## config.mk

```make
export PLATFORM = sky130hd
export DESIGN_NAME = par_queue
export DESIGN_NICKNAME = d
export VERILOG_FILES = /design/src/design/par_pkg.sv /design/src/design/par_queue.sv
export SDC_FILE = /design/constraint.sdc
export NUM_CORES = 1
export LEC_CHECK = 0
export CAP_MARGIN = 20
export CORE_MARGIN = 1.5
export CORE_UTILIZATION = 30
export CTS_CLUSTER_DIAMETER = 100
export DETAILED_ROUTE_END_ITERATION = 16
export DONT_BUFFER_PORTS = 1
export GPL_TIMING_DRIVEN = 0
export PLACE_DENSITY = 0.52
export SYNTH_ARGS = -nofsm -noshare
export SYNTH_HDL_FRONTEND = slang
export SYNTH_SLANG_ARGS = --single-unit
```

## constraint.sdc

```tcl
create_clock -name clk -period 4.9 [get_ports clk]
set_input_delay 0.49 -clock clk [delete_from_list [all_inputs] [get_ports clk]]
set_output_delay 0.49 -clock clk [all_outputs]
set_load 0.05 [all_outputs]
```

## src/design/par_pkg.sv

```systemverilog
package par_pkg;

  localparam int unsigned PIXELS_DEFAULT = 65536;
  localparam int unsigned FRAME_BITS_DEFAULT = 16;
  localparam int unsigned CNT_W = 24;
  localparam int unsigned ONE_Q12 = 4096;
  localparam int unsigned GAMMA_SCALE = 65025;
  localparam int unsigned DIV_STEPS = 31;

  typedef enum logic {
    OP_SAMPLE  = 1'b0,
    OP_RESTART = 1'b1
  } op_t;

  typedef struct packed {
    logic               op;
    logic [15:0]        pixel_index;
    logic signed [15:0] sample_red;
    logic signed [15:0] sample_green;
    logic signed [15:0] sample_blue;
    logic               last_of_frame;
  } in_item_t;

  typedef struct packed {
    logic [15:0] out_index;
    logic [7:0]  out_red;
    logic [7:0]  out_green;
    logic [7:0]  out_blue;
  } out_item_t;

  typedef struct packed {
    logic [15:0]        pixel_index;
    logic signed [15:0] sample_red;
    logic signed [15:0] sample_green;
    logic signed [15:0] sample_blue;
    logic               overwrite;
    logic [CNT_W-1:0]   divisor;
  } task_t;

  typedef struct packed {
    logic full;
    logic empty;
  } queue_status_t;

  typedef struct packed {
    logic count_is_one;
    logic count_is_zero;
  } front_status_t;

  typedef enum logic [2:0] {
    BK_IDLE,
    BK_READ,
    BK_ADD,
    BK_DIV,
    BK_MUL,
    BK_SQRT,
    BK_DONE
  } back_state_t;

endpackage

```

## src/design/par_queue.sv

```systemverilog
module par_queue (
  input  logic                   clk,
  input  logic                   rst_n,
  input  logic                   push,
  input  par_pkg::task_t         push_task,
  input  logic                   pop,
  output logic                   pop_valid,
  output par_pkg::task_t         pop_task,
  output par_pkg::queue_status_t status
);
  import par_pkg::*;

  task_t      store_r [2];
  logic       wr_r, wr_nxt;
  logic       rd_r, rd_nxt;
  logic [1:0] cnt_r, cnt_nxt;
  logic       do_pop;

  assign do_pop   = pop && cnt_r != 2'd0;
  assign pop_valid = cnt_r != 2'd0;
  assign pop_task  = store_r[rd_r];

  always_comb begin
    wr_nxt  = push ? !wr_r : wr_r;
    rd_nxt  = do_pop ? !rd_r : rd_r;
    cnt_nxt = cnt_r + 2'(push) - 2'(do_pop);
  end

  always_ff @(posedge clk) begin
    if (push) begin
      store_r[wr_r] <= push_task;
    end
  end

  always_ff @(posedge clk) begin
    if (!rst_n) begin
      wr_r  <= 1'b0;
      rd_r  <= 1'b0;
      cnt_r <= 2'd0;
    end else begin
      wr_r  <= wr_nxt;
      rd_r  <= rd_nxt;
      cnt_r <= cnt_nxt;
    end
  end

  assign status.full  = cnt_r == 2'd2;
  assign status.empty = cnt_r == 2'd0;
endmodule

```

==> results of run 1 <==
sequential cells by signal, indices dropped and copies added (netlist names), named ones only:
signal and count:
cnt_r 2, rd_r 1, store_r 178, wr_r 1
per-layer routing:
metal,part of all wire (%),wire [um]
met1,37,4571
met2,52,6396
met3,9.4,1157
met4,1.3,156
met5,0,0
layout make-up:
type / count / area [um^2] / share of cell area [%]
buffer: 10 / 68.82 / 0.8882
timing repair buffer: 4 / 87.58 / 1.130
tap: 280 / 350.3 / 4.522
sequential: 183 / 5445 / 70.28
multi-input combinational: 105 / 1186 / 15.31
inverter: 3 / 11.26 / 0.1453
clock buffer: 18 / 429.2 / 5.539
clock inverter: 14 / 168.9 / 2.180
worst max-delay path, stage by stage, from the launching register on:
cell and delay (ns):
dfxtp_1 0.32, buf_6 0.14, buf_2 0.32, mux2_2 0.52
power groups by stage:
| stage | combinational, W | clock (W) | sequential [W] |
|---|---|---|---|
| 6_report | 0.00113 | 0.00137 | 0.00184 |
| 5_1_grt | 0.00117 | 0.00149 | 0.00185 |
| 4_1_cts | 0.00115 | 0.00143 | 0.00184 |
| 3_5_place_dp | 0.00115 | 0 | 0.00188 |
| 3_3_place_gp | 0.00113 | 0 | 0.00188 |
| 2_1_floorplan | 0.00102 | 0 | 0.00187 |
per-stage QoR:
| step | utilization [%] | cell area (um^2) | setup WS (ns) | std cells | power [W] |
|---|---|---|---|---|---|
| 2_1_floorplan | - | 6704 | 1.630 | 301 | 0.002895 |
| 3_3_place_gp | 32.22 | 7054 | 0.2719 | 581 | 0.003012 |
| 6_report | 35.39 | 7747 | 2.674 | 617 | 0.004343 |
| 3_5_place_dp | 32.66 | 7149 | 2.973 | 585 | 0.003024 |
| 5_1_grt | 35.39 | 7747 | 2.545 | 617 | 0.004514 |
| 4_1_cts | 35.39 | 7747 | 2.596 | 617 | 0.004421 |
worst paths after layout:
path / endpoint / slack, ns / from / cells past startpoint
worst min register to register: rd_r / 0.49 / rd_r / 2
worst max-delay path: pop_task[26] / 2.67 / flop / 3
worst max register to register: store_r[0][0] / 3.18 / wr_r / 3
worst min-delay path: store_r[1][39] / 0.16 / push_task[39] / 0
cell usage after synthesis:
cell type  instances  share of area [%]
and2_1             2               0.19
buf_2              7               0.52
buf_6              3               0.50
dfxtp_1            5                1.5
edfxtp_1         178                 80
ha_1               2               0.37
inv_1              3               0.17
mux2_2            79                 13
mux2_4            10                2.2
mux2i_1            2               0.30
nand2_1            1              0.056
nand2b_1           1              0.093
nor2b_1            4               0.37
o21a_1             2               0.22
or2_2              1              0.093
xnor3_1            1               0.34
cell families (layout without fill, tap and decap cells):
| group | count (synthesis) | count (layout) | share of synthesized area (%) |
|---|---|---|---|
| flops | 183 | 183 | 81.25 |
| mux | 91 | 91 | 15.81 |
| buf+inv | 13 | 49 | 1.195 |
| simple gates | 9 | 9 | 0.8028 |
| fa+ha+maj | 2 | 2 | 0.3734 |
| compound gates | 2 | 2 | 0.2240 |
| xor+xnor | 1 | 1 | 0.3360 |
==> metrics.md, run 1 <==
| Metric | Value |
|---|---|
| Nets | `419` |
| Switching share of power | `34.11%` |
| Number of instances resized during post-cts repair | `0` |
| CTS tree | `yes` |
| Max-Cap Viols | `0` |
| Number of global-route vias before repair | `3050` |
| Post-Syn Nets | `396` |
| Total die area | `23240 um^2` |
| Layer carrying the most global-route usage | `met2` |
| Number of fill cells in the layout | `2061` |
| Worst-Skew Late Latency | `0.42 ns` |
| Count of buffers from port buffering | `0` |
| Count of H-tree levels built during CTS | `4` |
| Clk pin slew, worst setup/hold paths | `0.07 ns` |
| Hold Violations, Final | `0` |
| Congestion Overflow GR | `0` |
| IR drop worst, VDD | `0.0002367 V` |
| Area delta synth->final | `15.61%` |
| Worst endpoint data arrival time | `1.74 ns` |
| Root cell of the clock tree | `clkbuf_16` |
| Post-route antenna net violation count | `0` |
| Number of vias after detailed routing | `2751` |
| Tot GR Track Use | `10.81%` |
| Met1 Usage GRT | `11.36%` |
| Starting utilization of the core area | `30.61%` |
| Result of the run | `finished clean` |
| Final setup skew | `0.008042 ns` |
| Total negative setup slack | `0 ns` |
| Max-Slew Margin vs Limit | `31.60%` |
| Number of buffers inserted to repair setup after CTS | `0` |
| Wire length of the first global-routing pass | `18330 um` |
| Highest-count cells in the layout ignoring fill and taps | `178 x edfxtp_1, 79 x mux2_2, 17 x clkbuf_16, 10 x mux2_4, 7 x buf_2` |
| Power share of the combinational group | `26.0%` |
| Switching component of the power | `0.001481 W` |
| Required time worst endpoint | `4.41 ns` |
| Netlist cell types | `16` |
| Clock period minus final worst setup slack | `2.226 ns` |
| Highest Clock Rate | `0.4492 GHz` |
| Setup-violating endpoint count in the final report | `0` |
| CORE AREA | `21890 um^2` |
| Avg WL per Cell | `19.91 um` |
| Detail Placement HPWL | `8278 um` |
| Chip height | `152.5 um` |
| Number of antenna repair diodes | `0` |
| Pint | `0.002862 W` |
| Floorplan row count | `54` |
| Final critical-path share of the clock period | `45.44%` |
| 1st-pass router iterations | `4` |
| Total wire length after detailed routing | `12280 um` |
| Kind of path behind the tightest hold check | `input port to flop` |
| Ports placed on the boundary | `185` |
| Clk network pwr share | `31.6%` |
| Largest net degree at the start of global routing | `48` |
| Hold slack | `0.1624 ns` |
| Synthesized instance count | `301` |
| Type of the setup path with the least slack | `flop to output port` |
| Global placer's final weighted congestion | `0.6547` |
| Setup repair after global routing missed its margin | `no` |
| Number of buffers added by the clock tree synthesis step | `17` |
| Number of clock sinks | `183` |
| Share of final-layout standard cells stronger than drive strength 1 | `40.36%` |
| Antenna violations before repair | `0` |
| Most frequent standard cell in the layout excluding fill and tap cells | `edfxtp_1` |
| Number of storage elements in the synthesis netlist | `183` |
| DR vias/cell | `4.459` |
| Syn. warnings | `0` |
| Endpoint type of the worst setup path | `output port` |
| Power density cells | `560.6 nW/um^2` |
| Avg Inst Size Synth | `22.26 um^2` |
| Final Max Slew Viols | `0` |
| Met2 GRT Util | `18.44%` |
| Post-synthesis sequential area ratio | `81.25%` |
| CTS Hold Bufs | `0` |
| # DRC | `0` |
| Startpoint type of the worst setup path | `flop` |
| Maximum buffer depth of the clock tree | `2` |
| Number of DRC markers after the initial detailed-route iteration | `91` |
| Critical Path Fanout Max | `10` |
| Pin slew with the least headroom to its limit | `1.024 ns` |
| Die W | `152.5 um` |
| Static Leak | `2.536 nW` |
| Summed instance area of the synthesized netlist | `6701 um^2` |
| Sequential cell fraction of total power | `42.4%` |
| Grt met3 use | `5.546%` |
No activity file was read; power rests on OpenSTA's default activity.
==> inputs of run 2 (changes only) <==
PLACE_DENSITY = 0.51   (was 0.52)
clock period = 2.3 ns   (was 4.9 ns; I/O delays follow)
==> run 2 against run 1 <==
- final cell count rose by 15%
- core utilization rose by 4.3 points
- sequential power grew 110%
- sequential share of layout area shrank 7.6 points
- flip-flop and latch count is the same
- global-route usage is essentially flat
- die area is the same
- critical path depth unchanged
- routed wire length is essentially flat
- cell area increased by 12%
- critical path type unchanged
- count of clock-buffer cells in the layout is 1 higher
==> metrics.md, run 2 (synthesis gave the netlist of run 1 again) <==
| Metric | Value |
|---|---|
| IR drop worst, VDD | `0.0006324 V` |
| Count of buffers from port buffering | `0` |
| DR vias/cell | `4.322` |
| Highest-count cells in the layout ignoring fill and taps | `178 x edfxtp_1, 90 x dlygate4sd3_1, 79 x mux2_2, 17 x clkbuf_16, 10 x mux2_4` |
| Maximum buffer depth of the clock tree | `2` |
| Avg WL per Cell | `17.37 um` |
| Largest net degree at the start of global routing | `50` |
| Global placer's final weighted congestion | `0.6740` |
| Worst path cell trace | `buf_6 -> buf_2 -> mux2_2` |
| Pin slew with the least headroom to its limit | `0.9507 ns` |
| Result of the run | `finished clean` |
| Wire length of the first global-routing pass | `19060 um` |
| # DRC | `0` |
| Ports placed on the boundary | `185` |
| Number of buffers added by the clock tree synthesis step | `17` |
| Root cell of the clock tree | `clkbuf_16` |
| CORE AREA | `21890 um^2` |
| Area post-placement | `7157 um^2` |
| Number of fill cells in the layout | `2013` |
| Depth of the worst register-to-register path | `2` |
| Area of all placed cells without fillers | `8681 um^2` |
| Highest Clock Rate | `0.5238 GHz` |
| Max-Cap Viols | `0` |
| Fraction of the core area covered by cells at the end of the flow | `39.65%` |
| Min-Delay Path Depth | `2` |
| Sequential cell fraction of total power | `41.2%` |
| Worst endpoint data arrival time | `1.68 ns` |
| Cell type of the slowest stage on the worst timing path | `mux2_2` |
| Total area of sequential cells | `5445 um^2` |
| Clk network pwr share | `32.2%` |
| Chip height | `152.5 um` |
| Pint | `0.006399 W` |
| Nets | `509` |
| Worst-Skew Late Latency | `0.41 ns` |
| Static Leak | `2.926 nW` |
| Tot GR Track Use | `10.83%` |
| Kind of path behind the tightest hold check | `input port to flop` |
| Congestion Overflow GR | `0` |
| Total wire length after detailed routing | `12280 um` |
| Clock period minus final worst setup slack | `1.909 ns` |
| Required time worst endpoint | `2.07 ns` |
| Share of final-layout standard cells stronger than drive strength 1 | `31.62%` |
| Final setup skew | `0.009309 ns` |
| Most frequent standard cell in the layout excluding fill and tap cells | `edfxtp_1` |
| Hold Violations, Final | `0` |
| Number of buffers inserted to repair setup after CTS | `0` |
| Antenna violations before repair | `0` |
| Total negative setup slack | `0 ns` |
| Area delta synth->final | `29.54%` |
| Endpoint type of the worst setup path | `output port` |
| Switching share of power | `32.91%` |
| Power density cells | `1099 nW/um^2` |
| Detail Placement HPWL | `8003 um` |
| Setup repair after global routing missed its margin | `no` |
| Switching component of the power | `0.003140 W` |
| Floorplan row count | `54` |
| Total die area | `23240 um^2` |
| Max reg flops | `178` |
| Number of DRC markers after the initial detailed-route iteration | `113` |
| DP Cell Count | `585` |
| Max-Slew Margin vs Limit | `36.49%` |
| Clk pin slew, worst setup/hold paths | `0.07 ns` |
| Overall Power | `0.009539 W` |
| Final Max Slew Viols | `0` |
| Startpoint type of the worst setup path | `flop` |
| Final standard cell count with taps included and fillers excluded | `707` |
| Number of vias after detailed routing | `3056` |
| Setup-violating endpoint count in the final report | `0` |
| Total area of multi-input combinational cells | `1186 um^2` |
| Final critical-path share of the clock period | `83.00%` |
| Post-route antenna net violation count | `0` |
| CTS tree | `yes` |
| CP max stage delay | `0.52 ns` |
| Power share of the combinational group | `26.7%` |
| Starting utilization of the core area | `30.61%` |
| Type of the setup path with the least slack | `flop to output port` |
| Critical Path Fanout Max | `10` |
| 1st-pass router iterations | `3` |
| Number of clock sinks | `183` |
| Largest registers in the final layout | `store_r (178), cnt_r (2)` |
| Number of global-route vias before repair | `3381` |
| Count of H-tree levels built during CTS | `4` |
| Number of antenna repair diodes | `0` |
| Die W | `152.5 um` |
| Register bank with the most flops | `store_r` |
[run 2: cell count changes in the layout (fill, tap and decap cells not counted)]
cell	change
dlygate4sd3_1	+90
bufinv_16	+2
inv_8	-2
buf_12	-1
buf_16	+1
clkbuf_1	+1
clkinv_4	-1
clkinv_8	-1
inv_6	+1
[run 2: repair_timing]
action,4_1_cts,5_1_grt
resized for setup,0,0
hold buffers,90,0
hold endpoints to repair,183,0
[run 2: power groups by stage]
stage | clock network (W) | logic (W) | registers (W)
floorplan | 0 | 0.00218 | 0.00399
global placement | 0 | 0.00240 | 0.00400
detailed placement | 0 | 0.00244 | 0.00400
CTS | 0.00316 | 0.00259 | 0.00393
global route | 0.00330 | 0.00266 | 0.00394
finish | 0.00307 | 0.00254 | 0.00393
[run 2: worst max-delay path, delay by kind of cell (launching register included)]
kind | cells | cell delay [ns]
buffers and inverters | 2 | 0.42
multiplexers | 1 | 0.52
flip-flops | 1 | 0.32
[run 2: worst paths after layout]
kind	from	end	slack (ns)
max	flop	pop_task[63]	0.39
min	push	wr_r	0.03
max reg2reg	wr_r	store_r[1][88]	0.63
min reg2reg	rd_r	rd_r	0.49
[run 2: area by class of cell]
type                            instances  area share (%)
Clock buffer                           19           4.987
Multi-Input combinational cell        105           13.66
Inverter                                3          0.1297
Clock inverter                         13           2.191
Sequential cell                       183           62.73
Tap cell                              280           4.036
Timing Repair Buffer                   94           11.47
Buffer                                 10          0.7927
[run 2: metrics by stage]
step	hold slack, ns	setup WS, ns
2_1_floorplan	0.3289	0.2191
3_3_place_gp	0.3290	-0.5437
3_5_place_dp	0.3289	0.6248
4_1_cts	0.009920	0.3187
5_1_grt	0.01695	0.2954
6_report	0.03242	0.3910
[run 2: per-layer routing]
layer | up-vias | track usage, % | wire length (um)
li1 | 1410 | - | -
met1 | 1536 | 12.04 | 4923
met2 | 103 | 18.66 | 6408
met3 | 7 | 4.664 | 814
met4 | 0 | 3.571 | 133
met5 | - | 0 | 0
