$ cat src/design/par_pkg.sv
package par_pkg;

  localparam int unsigned PIXELS_DEFAULT = 65536;
  localparam int unsigned FRAME_BITS_DEFAULT = 16;
  localparam int unsigned CNT_W = 24;
  localparam int unsigned ONE_Q12 = 4096;
  localparam int unsigned GAMMA_SCALE = 65025;
  localparam int unsigned DIV_STEPS = 31;

  typedef enum logic {
    OP_SAMPLE  = 1'b0,
    OP_RESTART = 1'b1
  } op_t;

  typedef struct packed {
    logic               op;
    logic [15:0]        pixel_index;
    logic signed [15:0] sample_red;
    logic signed [15:0] sample_green;
    logic signed [15:0] sample_blue;
    logic               last_of_frame;
  } in_item_t;

  typedef struct packed {
    logic [15:0] out_index;
    logic [7:0]  out_red;
    logic [7:0]  out_green;
    logic [7:0]  out_blue;
  } out_item_t;

  typedef struct packed {
    logic [15:0]        pixel_index;
    logic signed [15:0] sample_red;
    logic signed [15:0] sample_green;
    logic signed [15:0] sample_blue;
    logic               overwrite;
    logic [CNT_W-1:0]   divisor;
  } task_t;

  typedef struct packed {
    logic full;
    logic empty;
  } queue_status_t;

  typedef struct packed {
    logic count_is_one;
    logic count_is_zero;
  } front_status_t;

  typedef enum logic [2:0] {
    BK_IDLE,
    BK_READ,
    BK_ADD,
    BK_DIV,
    BK_MUL,
    BK_SQRT,
    BK_DONE
  } back_state_t;

endpackage

$ cat src/design/par_front.sv
module par_front #(
  parameter int unsigned MAX_PIXELS = 65536,
  parameter int unsigned FRAME_BITS = 16
) (
  input  logic                     clk,
  input  logic                     rst_n,
  input  logic                     cfg_we,
  input  logic                     cfg_wdata,
  input  logic                     in_valid,
  output logic                     in_stall,
  input  par_pkg::in_item_t        in_item,
  input  logic                     q_full,
  output logic                     q_push,
  output par_pkg::task_t           q_task,
  output par_pkg::front_status_t   status
);
  import par_pkg::*;

  localparam logic [FRAME_BITS-1:0] FC_MAX = {FRAME_BITS{1'b1}};
  localparam logic [FRAME_BITS-1:0] FC_ONE = FRAME_BITS'(1);

  logic                  acc_r, acc_nxt;
  logic [FRAME_BITS-1:0] fc_r, fc_nxt;
  logic                  accept;
  logic                  in_range;

  assign in_stall = q_full;
  assign accept   = in_valid && !q_full;
  assign in_range = 32'(in_item.pixel_index) < 32'(MAX_PIXELS);

  always_comb begin
    acc_nxt = cfg_we ? cfg_wdata : acc_r;
    fc_nxt  = fc_r;
    q_push  = 1'b0;
    q_task.pixel_index  = in_item.pixel_index;
    q_task.sample_red   = in_item.sample_red;
    q_task.sample_green = in_item.sample_green;
    q_task.sample_blue  = in_item.sample_blue;
    q_task.overwrite    = !acc_r || (fc_r == FC_ONE);
    q_task.divisor      = (acc_r && fc_r != '0) ? CNT_W'(fc_r) : CNT_W'(1);
    if (accept) begin
      if (in_item.op == OP_RESTART) begin
        fc_nxt = FC_ONE;
      end else begin
        q_push = in_range;
        if (in_item.last_of_frame && acc_r && fc_r < FC_MAX) begin
          fc_nxt = fc_r + FC_ONE;
        end
      end
    end
  end

  always_ff @(posedge clk) begin
    if (!rst_n) begin
      acc_r <= 1'b1;
      fc_r  <= FC_ONE;
    end else begin
      acc_r <= acc_nxt;
      fc_r  <= fc_nxt;
    end
  end

  assign status.count_is_one  = (fc_r == FC_ONE);
  assign status.count_is_zero = (fc_r == '0);
endmodule

$ cat config.mk
export PLATFORM = sky130hd
export DESIGN_NAME = par_front
export DESIGN_NICKNAME = d
export VERILOG_FILES = /design/src/design/par_pkg.sv /design/src/design/par_front.sv
export SDC_FILE = /design/constraint.sdc
export NUM_CORES = 1
export LEC_CHECK = 0
export ABC_AREA = 1
export ABC_CLOCK_PERIOD_IN_PS = 2500
export BUFFER_PORTS_ARGS = -buffer_cell sky130_fd_sc_hd__buf_2
export CAP_MARGIN = 15
export CORE_MARGIN = 1.5
export CORE_UTILIZATION = 30
export CTS_BUF_LIST = sky130_fd_sc_hd__clkbuf_2
export DETAILED_ROUTE_END_ITERATION = 7
export PLACE_DENSITY = 0.73
export SLEW_MARGIN = 40
export SYNTH_ARGS = -nofsm -noshare
export SYNTH_HDL_FRONTEND = slang
export SYNTH_SLANG_ARGS = --single-unit
$ cat constraint.sdc
create_clock -name clk -period 2.5 [get_ports clk]
set_clock_uncertainty 0.2 [all_clocks]
set_input_delay 0.5 -clock clk [delete_from_list [all_inputs] [get_ports clk]]
set_output_delay 0.5 -clock clk [all_outputs]
set_load 0.02 [all_outputs]
==> results.txt, run 1 <==
The flow ran to the end, and the final reports show no timing, DRC or antenna violations. STA puts the critical path data arrival time at 1.77 ns. The slowest stage of the critical path is the dfxtp_2 cell. The proportion of register bits with asynchronous set or reset after synthesis is 0%. The final layout contains routed wiring with a total length of 4.68 mm.

The tools report the instance area at placement as 1580 um2. The logs give 4 for the length of the first detailed-routing pass in iterations and 25 for the count of cell types in the netlist. The via count of the first global-routing pass is 1,525, and the area added between synthesis and finish is -3.94%. The count of input and output buffers was 28; the maximum number of pins on one net before global-route repair was 22. For the source-to-sink clock delay at the later pin of the worst-skew pair, the log shows 0.34 ns.

For hold timing, the worst endpoint is acc_r$_SDFFE_PN1P_. In this run, CTS created clock tree buffers numbering 3. The floorplan step set the die height to 82.0 um.

Counting both buffers and inverters, the worst setup path holds a total of 3. The last weighted congestion value of the routability-driven placer was 0.898; the total die area was 6720 um2. The H-tree depth reported by CTS is 1. For this run, the leading register cell type out of synthesis is dfxtp_1.

In this run the static leakage power is 0.817 nW. The tools report the footprint of the multi-input gates as 898 um2. In this run the horizontal extent of the chip is 82.0 um. Number of slew-limit violations in the final report: 0.

Worst hold slack across all endpoints: 0.120 ns. 0 antenna diodes ended up in the layout. The biggest area contributor in the post-synthesis netlist is buf_4.

The maximum fanout along the worst path works out to 7. The via count was 1,658. Critical path class: reg -> out. The register area was 352 um2. Data on the critical path is required at its endpoint by 1.80 ns. In this run the critical register-to-register path is launched from fc_r[0]$_SDFFE_PN1P_.

Power spread over the standard cell area amounts to 335 nW/um2. The tools report the post-synth design cell area as 1870 um2. The detailed router finished its first iteration with 130 violations. After synthesis the netlist holds a flip-flop and latch count of 17.

Capture instance of the worst register-to-register path: fc_r[14]$_SDFFE_PN0P_. The worst setup path is captured at an output pin. The worst hold path cell count was 2; the count of boundary I/O pins was 165. The floorplan step defined a core boundary enclosing 5960 um2.

The cell type with the highest occurrence count on the critical path was nand4_1. Tracing the worst setup path back leads to its startpoint at fc_r[4]$_SDFFE_PN0P_. The logs give 0 for the setup-violating endpoint count in the final report and 0.000204 V for the worst supply voltage drop on vdd. In this run the worst hold path is classified as in -> reg. Kind of cell with the highest combined delay on the critical path: simple AND/OR/NAND/NOR gates. In this run the most critical hold path is launched from cfg_we.

In this run the register-to-register setup slack is 0.45 ns. Setup repair after global routing could not meet its margin everywhere. The fraction of the yosys area taken by sequential cells was 18.2%; the share of the cycle needed by the critical path after routing was 98.7%. After global routing the overflow that remains totals 0. Cell at the root of the clock tree: clkbuf_2.

Yosys attributes the largest share of cell area to buf_4, dfxtp_1, nand2_1. TritonCTS built the clock tree. The number of cells on the worst reg-to-reg path is 9.

Derived from the worst setup path, the maximum achievable clock frequency is 405 MHz. For this run, the post-layout net count is 351. The clock net sink count is 17.

The starting density of the core is 31.4%, and the total global routing track utilization is 14.1%. For the summed negative setup slack over all endpoints, the log shows 0 ns. The final HPWL from detailed placement is 3.23 mm, and the filler cell count in the final layout is 669.

Buffer levels on the longest clock path: 2. The number of nets with antenna violations after routing is 0. The synthesized design devotes to its leading area cell type 29.7% of total area. Counting I/O delays and the setup requirement, the final critical path takes 2.47 ns. A synthesized cell averages 6.22 um2.

The first global-routing pass estimated 7.27 mm of wire. Once layout is done, the placed cells without fillers occupy 1800 um2. Clock-pin slew was measured on the worst setup and hold paths at 0.21 ns. The fraction of layout instances using a drive strength above 1 is 28.7%. On the worst path, the slowest cell contributes a delay of 0.38 ns. After clock tree synthesis, the flow added hold-fix buffers numbering 0. The tools report the number of hold-slack violations in the final timing report as 0.

After floorplanning, the core was divided into 28 placement rows. The count of warnings emitted by yosys was 0. The worst setup path is launched from a flop. The critical path goes through inv_2 -> nand4_1 -> nor3_2 -> nand4_1 -> nand2_2 -> buf_6 -> nor2_1 -> buf_2. After detailed routing, the number of remaining DRC violations is 0. After technology mapping, the gate count stands at 301. The mean routed wirelength per cell is 13.4 um, and the post-detailed-route via-to-cell ratio is 4.74.

The tool flagged a number of max-cap violations equal to 0. For the number of antenna violations at the first check in global routing, the log shows 0. The number of synthesized flops with an enable pin came out at 0.
[metrics by stage]
stage               instances  worst slack (ns)  power, mW  utilization, %
finish                    350            0.0319      0.602            30.2
global placement          336             0.255      0.439            26.6
floorplan                 308             0.450      0.558               -
detailed placement        336             0.248      0.441            26.6
CTS                       341           0.00865      0.584            27.4
global route              350           -0.0467      0.635            30.2
[routing by layer]
metal / global-route usage, % / vias up / wire length [um]
li1: - / 816 / -
met1: 17.9 / 722 / 1890
met4: 9.49 / 0 / 220
met3: 4.22 / 33 / 528
met5: 0 / - / 0
met2: 20.3 / 87 / 2040
[report_power, final]
group / switching [mW] / internal (mW)
clock: 0.107 / 0.0362
combinational: 0.107 / 0.0583
sequential: 0.0147 / 0.278
total: 0.229 / 0.373
[cell usage after synthesis, types with 3 or more instances]
cell type / count
nand3_1: 29
a21oi_1: 15
buf_2: 4
o21ai_0: 4
buf_4: 74
ha_1: 3
inv_1: 28
nor2_1: 42
dfxtp_1: 17
nand2_1: 50
nand4_1: 7
nor3_1: 7
[worst max path at each step]
stage	endpoint	slack, ns	depth (start not counted)
after global routing	q_task[3]	-0.05	6
after global placement	q_task[6]	0.26	6
after detailed placement	q_task[12]	0.25	6
after CTS	q_task[12]	0.009	6
final	q_task[9]	0.03	8
after floorplan	q_task[24]	0.45	3
[layout make-up]
type                            instances  area share [%]
Clock buffer                            3           0.835
Clock inverter                          1           0.278
Inverter                               31            6.61
Multi-Input combinational cell        179            50.0
Sequential cell                        17            19.6
Tap cell                               75            5.22
Timing Repair Buffer                   44            17.5
[state kept, by name (all words and copies together), names as in the netlist]
signal,cells
acc_r,1
fc_r,16
[cell families after synthesis]
group                    share of synthesized area, %
adder cells (fa/ha/maj)                          2.01
AO/OA/AOI/OAI                                    6.02
other                                           0.200
buffers and inverters                            38.0
AND/OR/NAND/NOR                                  34.7
XOR/XNOR                                        0.936
flip-flops                                       18.2
[layout by cell type (no fill, tap or decap), drive strengths merged]
cell,netlist,layout
inv,29,29
nor2,46,46
conb,1,8
ha,3,3
xor2,2,2
clkbuf,2,3
o21ai,6,6
nand2,53,53
a21oi,15,15
nand3,29,29
clkinv,2,3
dfxtp,17,17
nor4,2,2
nand4,7,7
buf,79,44
nor3,7,7
o31ai,1,1
[worst reg2reg max path: stages (launching register included)]
cell and delay (ns):
dfxtp_2 0.43, ha_1 0.26, nand2_2 0.11, nor2_4 0.13, nand2_2 0.10, o21ai_1 0.14
nand2_1 0.17, buf_4 0.24, a21oi_1 0.13, nor2_1 0.06
[timing repair]
| item | in CTS | in global routing |
|---|---|---|
| resized for setup | 4 | 41 |
| cloned | 0 | 1 |
| endpoints found under the hold margin | 0 | 0 |
| buffers inserted | 1 | 8 |
| endpoints found under the setup margin | 14 | 17 |
| pin swaps | 1 | 4 |
No activity file was read; power rests on OpenSTA's default activity.
==> run 2, diff against run 1 <==
--- a/config.mk
+++ b/config.mk
@@ -9,11 +9,13 @@
 export ABC_CLOCK_PERIOD_IN_PS = 2500
 export BUFFER_PORTS_ARGS = -buffer_cell sky130_fd_sc_hd__buf_2
 export CAP_MARGIN = 15
+export CELL_PAD_IN_SITES_DETAIL_PLACEMENT = 1
+export CELL_PAD_IN_SITES_GLOBAL_PLACEMENT = 2
 export CORE_MARGIN = 1.5
-export CORE_UTILIZATION = 30
+export CORE_UTILIZATION = 17
 export CTS_BUF_LIST = sky130_fd_sc_hd__clkbuf_2
 export DETAILED_ROUTE_END_ITERATION = 7
-export PLACE_DENSITY = 0.73
+export PLACE_DENSITY = 0.88
 export SLEW_MARGIN = 40
 export SYNTH_ARGS = -nofsm -noshare
 export SYNTH_HDL_FRONTEND = slang
==> results.txt, run 2 (synthesis results as in run 1) <==
Leaving out fill and tap cells, the most frequent cells in the layout are nand2_1, nor2_1, nand3_1. The total die area is 11,600 um2. The first detailed-routing pass took 4 iterations. After layout, the minimum clock period comes to 2.47 ns. Number of slew-limit violations in the final report: 0.

Walking the worst path, the cells encountered are inv_4 -> nand4_1 -> nor3_2 -> nand4_1 -> nand2_2 -> clkbuf_16 -> nor2_2 -> buf_6. In the final routed layout, each cell accounts on average for 13.0 um. The instance area at placement is 1700 um2, and the setup slack of the worst register-to-register path is 0.45 ns. The number of antenna diodes in the final layout is 0.

The library cell used most frequently in the layout, excluding fill and tap cells, is nand2_1. Cell at the root of the clock tree: clkbuf_2. Port buffering added 28 buffers. Cell with the biggest individual delay on the critical path: dfxtp_4. The final critical path takes up 98.7% of the cycle. The logs give 0.000123 V for the worst supply voltage drop on vdd and 0.190 ns for the placement-stage worst setup slack. Register with the most flip-flops: fc_r. By startpoint and endpoint, the worst setup path is classified as reg -> out.

The fraction of power spent switching nets is 37.8%, and the clock net sink count is 17. Power spread over the standard cell area amounts to 310 nW/um2. Clock-pin slew was measured on the worst setup and hold paths at 0.20 ns. Of the cells placed in the final design, the portion with a size suffix greater than 1 is 31.8%.

Setup repair after global routing could not meet its margin everywhere. The number of nets with antenna violations after routing came out at 0. Counting along the longest clock path gives a buffer depth of 2.

The worst setup path is captured at an output pin. The tool flagged a number of max-cap violations equal to 0. Sequential cells burn 46.6% of the power. Compared with the post-synthesis result, the final layout area differs by 6.42%.

The reported leakage power was 0.838 nW; the core region area was 10,800 um2. The tightest hold path in the finished design has a slack of 0.156 ns. Once routing completed, OpenROAD measured the worst setup slack at 0.0317 ns. Entering global routing, the biggest net connects 22 pins. The H-tree depth reported by CTS was 1.

Arrival time of data at the critical path endpoint: 1.77 ns. After the first detailed-routing iteration, the DRC count stood at 79. Row count: 38. Combinational logic burns 29.8% of the power.

In the final layout, the registers with the most flip-flops are fc_r x16, acc_r x1. Routability-driven placement finished with a final weighted congestion of 0.814. TritonCTS built the clock tree.

The tools report the count of boundary I/O pins as 165. The total non-filler cell area in the finished layout came out at 1990 um2. Among the stages of the critical path, the cell type that occurs most often is nand4_1. The run finished with clean final reports. For this run, design rule violations remaining after detail routing come to 0. The register with the most flip-flops in the layout has 16 of them.

TritonCTS created 3 clock buffers. The tools report the nature of the critical path startpoint as a flop. At the later pin of the worst-skew pair, clock insertion delay measures 0.31 ns. The critical path contains buffers and inverters numbering 3 combined. The via count came out at 1,681. Across every metal layer, demand over resource in global routing totals 9.25%. The die is 108 um tall. The share of total power dissipated in the clock network is 23.6%.

The number of hold-slack violations in the final timing report is 0, and the final net count is 353. Static timing analysis puts the maximum clock frequency at 405 MHz. On the worst path, the slowest cell contributes a delay of 0.41 ns.

The number of antenna violations at the first check in global routing was 0; the die width was 108 um. For this configuration, the core starts out at a cell density of 17.3%. The internal power of the cells came out at 384 uW. After legalization and detailed placement, the total HPWL measured 4.05 mm. For the switching power summed over all nets, the log shows 233 uW. The routed design has 5.41 mm of wire. The setup-violating endpoint count in the final report was 0; the total grt overflow was 0. Using the TritonRoute via totals, the vias-per-cell ratio works out to 4.03. The kind of cell with the highest combined delay on the critical path is simple AND/OR/NAND/NOR gates. The tools report the utilization of the core after routing as 18.5%. Summed negative setup slack over all endpoints: 0 ns.

The path class of the tightest hold or removal check is in -> reg. The first global-routing pass estimated 8.54 mm of wire. Data on the critical path is required at its endpoint by 1.80 ns. Via count of the first global-routing pass: 1,748. Of all nets on the critical path, the largest fanout is 6.
run 2: cell count changes in the layout (fill, tap and decap cells not counted), sizes merged:
| cell | before | now |
|---|---|---|
| buf | 44 | 45 |
| clkbuf | 3 | 5 |
| clkinv | 3 | 2 |
run 2: path summary, 6_finish.rpt:
kind | from | to | depth (start not counted)
setup reg to reg | fc_r[0]$_SDFFE_PN1P_ | fc_r[14]$_SDFFE_PN0P_ | 9
setup / recovery | fc_r[4]$_SDFFE_PN0P_ | q_task[13] | 8
hold reg to reg | fc_r[1]$_SDFFE_PN0P_ | fc_r[1]$_SDFFE_PN0P_ | 2
hold / removal | cfg_we | acc_r$_SDFFE_PN1P_ | 2
run 2: routing by layer:
metal / track usage, % / routed length (um)
met3: 2.83 / 302
met2: 15.3 / 2590
met1: 11.1 / 2470
met4: 3.76 / 42
met5: 0 / 0
run 2: metrics by stage:
step | instances | power (mW)
2_1_floorplan | 308 | 0.558
3_3_place_gp | 404 | 0.452
3_5_place_dp | 404 | 0.456
4_1_cts | 411 | 0.604
5_1_grt | 417 | 0.654
6_report | 417 | 0.617
run 2: cell type report:
cell class / instances / area [um2]
multi-input combinational: 179 / 918
fill: 1350 / 8800
tap: 140 / 175
clock buffer: 4 / 20.0
inverter: 31 / 121
sequential: 17 / 364
timing repair buffer: 46 / 393
run 2: repair_timing:
action,4_1_cts,5_1_grt
pin swaps,3,4
cloned,0,1
endpoints found under the setup margin,18,19
resized for setup,11,57
hold buffers,0,0
buffers inserted,3,5
run 2: power by group through the flow:
stage | clock [mW] | sequential (mW) | combinational (mW)
3_3_place_gp | 0 | 0.296 | 0.156
6_report | 0.146 | 0.287 | 0.184
4_1_cts | 0.153 | 0.289 | 0.162
2_1_floorplan | 0 | 0.292 | 0.266
3_5_place_dp | 0 | 0.297 | 0.160
5_1_grt | 0.164 | 0.289 | 0.201
run 2: worst register-to-register path: stages (launching register included):
cell and delay, ns:
dfxtp_2 0.42, ha_1 0.24, nand2_2 0.11, nor2_4 0.12, nand2_2 0.10, o21ai_1 0.14
nand2_1 0.17, buf_4 0.24, a21oi_1 0.16, nor2_1 0.07
